==> src/hw/rtl/lgt_pkg.sv <==
// Shared types and constants for the toroidal Life generation unit.
`timescale 1ns / 1ps
`default_nettype none

package lgt_pkg;

    localparam logic [1:0] CMD_WRITE   = 2'd0;
    localparam logic [1:0] CMD_READ    = 2'd1;
    localparam logic [1:0] CMD_ADVANCE = 2'd2;

    localparam logic [3:0] BIRTH_COUNT  = 4'd3;
    localparam logic [3:0] SURVIVE_LOW  = 4'd2;
    localparam logic [3:0] SURVIVE_HIGH = 4'd3;

    typedef struct packed {
        logic [1:0] cmd;
        logic [5:0] col;
        logic [4:0] row;
        logic       cell_in;
    } t_in_item;

    typedef struct packed {
        logic cell_out;
        logic grid_changed;
    } t_out_item;

    typedef struct packed {
        logic latch_item;
        logic clr_res;
        logic clear_wr;
        logic rd_item;
        logic wr_item;
        logic cap_cell;
        logic rd_last;
        logic rd_first;
        logic rd_next;
        logic shift;
        logic adv_wr;
        logic row_clr;
        logic row_inc;
        logic swap;
        logic load_out;
    } t_ctrl_cmd;

    typedef struct packed {
        logic is_wr;
        logic is_rd;
        logic is_adv;
        logic in_range;
        logic row_last;
        logic out_free;
    } t_ctrl_stat;

endpackage

`default_nettype wire

==> src/hw/rtl/lgt_ctrl.sv <==
// Sequencing state machine for clearing, cell access and generation steps.
`timescale 1ns / 1ps
`default_nettype none

module lgt_ctrl (
    input  wire logic               i_clk,
    input  wire logic               i_rst_n,
    input  wire logic               i_in_valid,
    output logic                    o_in_stall,
    input  wire lgt_pkg::t_ctrl_stat i_stat,
    output lgt_pkg::t_ctrl_cmd      o_cmd
);

    localparam logic [3:0] S_CLEAR = 4'd0;
    localparam logic [3:0] S_IDLE  = 4'd1;
    localparam logic [3:0] S_DEC   = 4'd2;
    localparam logic [3:0] S_CRD   = 4'd3;
    localparam logic [3:0] S_CWR   = 4'd4;
    localparam logic [3:0] S_PA    = 4'd5;
    localparam logic [3:0] S_PB    = 4'd6;
    localparam logic [3:0] S_PC    = 4'd7;
    localparam logic [3:0] S_AR    = 4'd8;
    localparam logic [3:0] S_AC    = 4'd9;
    localparam logic [3:0] S_DONE  = 4'd10;

    logic [3:0] r_state;
    logic [3:0] n_state;

    always_comb begin
        n_state = r_state;
        o_cmd   = '0;
        unique case (r_state)
            S_CLEAR: begin
                o_cmd.clear_wr = 1'b1;
                o_cmd.row_inc  = 1'b1;
                if (i_stat.row_last) begin
                    o_cmd.row_inc = 1'b0;
                    o_cmd.row_clr = 1'b1;
                    n_state       = S_IDLE;
                end
            end
            S_IDLE: begin
                if (i_in_valid) begin
                    o_cmd.latch_item = 1'b1;
                    n_state          = S_DEC;
                end
            end
            S_DEC: begin
                o_cmd.clr_res = 1'b1;
                if (i_stat.is_adv) begin
                    n_state = S_PA;
                end else if ((i_stat.is_wr || i_stat.is_rd) && i_stat.in_range) begin
                    n_state = S_CRD;
                end else begin
                    n_state = S_DONE;
                end
            end
            S_CRD: begin
                o_cmd.rd_item = 1'b1;
                n_state       = S_CWR;
            end
            S_CWR: begin
                o_cmd.wr_item  = i_stat.is_wr;
                o_cmd.cap_cell = i_stat.is_rd;
                n_state        = S_DONE;
            end
            S_PA: begin
                o_cmd.rd_last = 1'b1;
                n_state       = S_PB;
            end
            S_PB: begin
                o_cmd.shift    = 1'b1;
                o_cmd.rd_first = 1'b1;
                n_state        = S_PC;
            end
            S_PC: begin
                o_cmd.shift   = 1'b1;
                o_cmd.row_clr = 1'b1;
                n_state       = S_AR;
            end
            S_AR: begin
                o_cmd.rd_next = 1'b1;
                n_state       = S_AC;
            end
            S_AC: begin
                o_cmd.adv_wr  = 1'b1;
                o_cmd.shift   = 1'b1;
                o_cmd.row_inc = 1'b1;
                n_state       = S_AR;
                if (i_stat.row_last) begin
                    o_cmd.row_inc = 1'b0;
                    o_cmd.row_clr = 1'b1;
                    o_cmd.swap    = 1'b1;
                    n_state       = S_DONE;
                end
            end
            S_DONE: begin
                if (i_stat.out_free) begin
                    o_cmd.load_out = 1'b1;
                    n_state        = S_IDLE;
                end
            end
            default: begin
                n_state = S_IDLE;
            end
        endcase
    end

    always_ff @(posedge i_clk) begin
        if (!i_rst_n) begin
            r_state <= S_CLEAR;
        end else begin
            r_state <= n_state;
        end
    end

    assign o_in_stall = (r_state != S_IDLE);

endmodule

`default_nettype wire

==> config.mk <==
export PLATFORM = sky130hd
export DESIGN_NAME = lgt_ctrl
export DESIGN_NICKNAME = d
export VERILOG_FILES = /design/src/hw/rtl/lgt_pkg.sv /design/src/hw/rtl/lgt_ctrl.sv
export SDC_FILE = /design/constraint.sdc
export NUM_CORES = 1
export LEC_CHECK = 0
export ABC_AREA = 1
export BUFFER_PORTS_ARGS = -buffer_cell sky130_fd_sc_hd__buf_2
export CAP_MARGIN = 5
export CORE_AREA = 10 10 47 49
export DETAILED_ROUTE_END_ITERATION = 12
export DIE_AREA = 0 0 57 59
export PLACE_DENSITY = 0.71
export RECOVER_POWER = 25
export SETUP_SLACK_MARGIN = 0.15
export SLEW_MARGIN = 20
export SYNTH_ARGS = -nofsm -noshare
export SYNTH_HDL_FRONTEND = slang
export SYNTH_SLANG_ARGS = --single-unit
==> constraint.sdc <==
create_clock -name i_clk -period 1.25 [get_ports i_clk]
set_input_delay 0.25 -clock i_clk [delete_from_list [all_inputs] [get_ports i_clk]]
set_output_delay 0.25 -clock i_clk [all_outputs]
set_load 0.02 [all_outputs]
==> reports/results.txt <==
The final worst clock skew was 0.00408 ns. The capture endpoint of the worst hold path is r_state[3]. The max-slew violation count was 0. TritonCTS built the clock tree.

The number of antenna violations at the first check in global routing came out at 0. The logs give 132 for the number of nets in the layout and 3 for the number of CTS-inserted buffers. Number of nets with antenna violations after routing: 0. The largest registers in the layout are r_state: 4 flops. Entering global routing, the biggest net connects 9 pins. For the internal reg-to-reg setup slack, the log shows 0.10 ns. The worst register-to-register path begins at r_state[1].

The power density over cell area is 2140 nW/um^2, and the die width is 57 um. STA puts the critical path data required time at 1.00 ns. The final reports fail on negative setup slack. The post-synthesis to final-layout area growth was 106%. The post-placement setup slack came out at -0.0658 ns. The tools report the final-report hold violation count as 0. STA classifies the critical path startpoint as a flop. The number of vias per cell after detailed routing came out at 4.80. In this run the critical register-to-register path is captured at r_state[3]. The minimum period implied by the final worst setup slack works out to 1.46 ns. In the final layout, flip-flops and latches occupy 95.1 um^2.

The core region is 1400 um^2. The highest attainable clock frequency came out at 0.685 GHz. In the routed design, unresolved DRC markers number 0. The leading cell type in the layout, fill and taps excluded is sky130_fd_sc_hd__buf_4. The insertion delay to the later sink of the worst-skew pair is 0.24 ns, and the combined global-route utilization of all metal layers is 9.94%. Clock-pin slew was measured on the worst setup and hold paths at 0.04 ns.

The run finished, with violations left. Dividing the detail-routed wire length by the instance count gives 12.1 um. The logs give 14 for the total number of placement rows and 18.8% for the share of synthesized area occupied by flip-flops and latches. The run gives 4 as the number of clock sinks seen by CTS. The run gives 3360 um^2 as the area enclosed by the die boundary. The hold path startpoint is i_rst_n. The setup slack of the critical path after layout is -0.211 ns, and the number of warning messages in the yosys log is 0. The clock passes through at most 2 buffers. In this run the tightest slew margin relative to its limit is 83.9%. After global routing the overflow that remains totals 0.

The average instance area after synthesis is 5.06 um^2. The register with the most flip-flops was r_state. The synthesized netlist occupies a cell area of 425 um^2. The min-delay analysis places its worst path in the category in -> reg.

Start-to-end type of the worst setup path: reg -> out. The run gives 1 as the maximum level of the CTS H-tree. The routed design has 1.66 mm of wire. The synthesized design contains 4 register bits. The register with the most flip-flops in the layout has 4 of them.

25 I/O pins were placed. Counting tap cells, the placed design contains a total of 130 instances. Buffers placed on the I/O ports in this run total 24.

Setup repair after global routing could not meet its margin everywhere. The detailed-route via count was 658; the distinct cell type count of the synthesized netlist was 12. In the finished design, the share of the clock period the worst path needs comes to 117%. Setup violations remaining at the end of the flow were counted as 16. The first-pass GRT wire length was 2.71 mm. The repair_antennas step left the layout with diodes totalling 0. Counting instances, the worst hold path has a depth of 3.

Excluding fillers, the count of instances in the completed layout stands at 137. The post-detailed-placement half-perimeter wirelength is 1.28 mm. The logs give 93 for the post-synthesis net count and 124 for the count of fill cells added during filler insertion. The share of cells above drive strength 1 is 60.3%. VDD sags by at most 0.983 mV.

The die height was 59 um; the first-pass iteration count of the detailed router was 4. Synthesis produced a netlist whose cell count is 84. The reported leakage power is 0.000483 uW. STA classifies the critical path endpoint as an output pin. The number of cells on the worst reg-to-reg path is 8. For the iteration-0 DRC count of the detailed router, the log shows 11.

The library cells used most frequently in the layout, excluding fill and tap cells, are sky130_fd_sc_hd__buf_4 (15), sky130_fd_sc_hd__inv_1 (12), sky130_fd_sc_hd__nand2_1 (12), sky130_fd_sc_hd__buf_6 (12), sky130_fd_sc_hd__nand3_1 (10). The congestion estimate from routability-driven global placement came to 0.877. Once the floorplan was initialized, standard cells occupied 30.4% of the core.

The data arrival time of the worst path was 1.21 ns. Root cell of the clock tree: sky130_fd_sc_hd__clkbuf_4. The measured slew at the worst slew-check pin came out at 0.238 ns. Of all nets on the critical path, the largest fanout is 7.

Across the run, the number of max-cap violations was 0. In the final layout, the multi-input gates occupy 377 um^2. The run gives 660 as the number of global-route vias before repair.
-- worst max path at each step --
stage	start	to	slack [ns]
after floorplan	r_state[1]	o_cmd[3]	0.007
after global routing	r_state[1]	o_cmd[3]	-0.27
after CTS	r_state[1]	o_cmd[3]	-0.20
after global placement	r_state[1]	o_cmd[5]	-0.05
after detailed placement	r_state[1]	o_cmd[5]	-0.07
final	r_state[1]	o_cmd[3]	-0.21
-- cell usage after synthesis --
master	count	share of area (%)
sky130_fd_sc_hd__buf_6	1	2.6
sky130_fd_sc_hd__inv_1	19	17
sky130_fd_sc_hd__nor2_1	16	14
sky130_fd_sc_hd__nand2_1	22	19
sky130_fd_sc_hd__o211ai_1	1	1.8
sky130_fd_sc_hd__o21ai_0	3	3.5
sky130_fd_sc_hd__nand3_1	11	13
sky130_fd_sc_hd__nor2_2	4	5.9
sky130_fd_sc_hd__nand4_1	1	1.5
sky130_fd_sc_hd__nor3_1	1	1.2
sky130_fd_sc_hd__dfxtp_1	4	19
sky130_fd_sc_hd__a31oi_1	1	1.5
-- layer usage --
metal,GRT usage (%),vias up,part of all wire (%)
li1,-,334,-
met1,9.13,297,39
met2,18.4,23,51
met3,3.43,4,7.8
met4,6.04,0,2.1
met5,0,-,0
-- worst max-delay path, cell delays in order, from the launching register on --
cell and delay, ns:
sky130_fd_sc_hd__dfxtp_4 0.36, sky130_fd_sc_hd__inv_2 0.06, sky130_fd_sc_hd__nand2_2 0.05, sky130_fd_sc_hd__nor2_4 0.14, sky130_fd_sc_hd__nand2_2 0.08, sky130_fd_sc_hd__o211ai_1 0.09
sky130_fd_sc_hd__buf_4 0.17
-- where the power goes --
| group | switching (uW) | leakage [uW] | internal (uW) |
|---|---|---|---|
| Combinational | 765 | 0.000433 | 649 |
| Clock | 58.4 | 0.0000138 | 108 |
| Sequential | 104 | 0.0000356 | 198 |
| Total | 927 | 0.000483 | 955 |
-- cell type report --
cell class	instances	area share (%)
repair buffers	35	32.8
clock buffers	3	2.56
multi-input cells	60	42.9
flip-flops and latches	4	10.8
well taps	16	2.28
inverters	19	8.69
-- per-stage QoR --
step	total power, uW	hold slack, ns	utilization (%)	setup TNS (ns)	instance area, um^2
3_5_place_dp	1290	0.489	48.2	-0.248	676
4_1_cts	1820	0.248	60.5	-1.97	848
5_1_grt	2030	0.272	62.7	-2.89	878
3_3_place_gp	1280	0.482	48.2	-0.157	676
2_1_floorplan	983	0.348	-	0	494
6_report	1880	0.248	62.7	-2.06	878
-- repair_timing --
item                                    in CTS  in global routing
hold buffers                                 0                  0
gates resized for setup                     47                  9
endpoints found under the setup margin      20                 20
pin swaps                                    5                  5
setup buffers                                2                  2
-- cell families after synthesis --
logic type             share of synthesized area (%)
buffers and inverters                           19.4
AND/OR/NAND/NOR                                 55.0
flip-flops                                      18.8
AO/OA/AOI/OAI                                   6.77
Power figures use the tool's default switching activity.
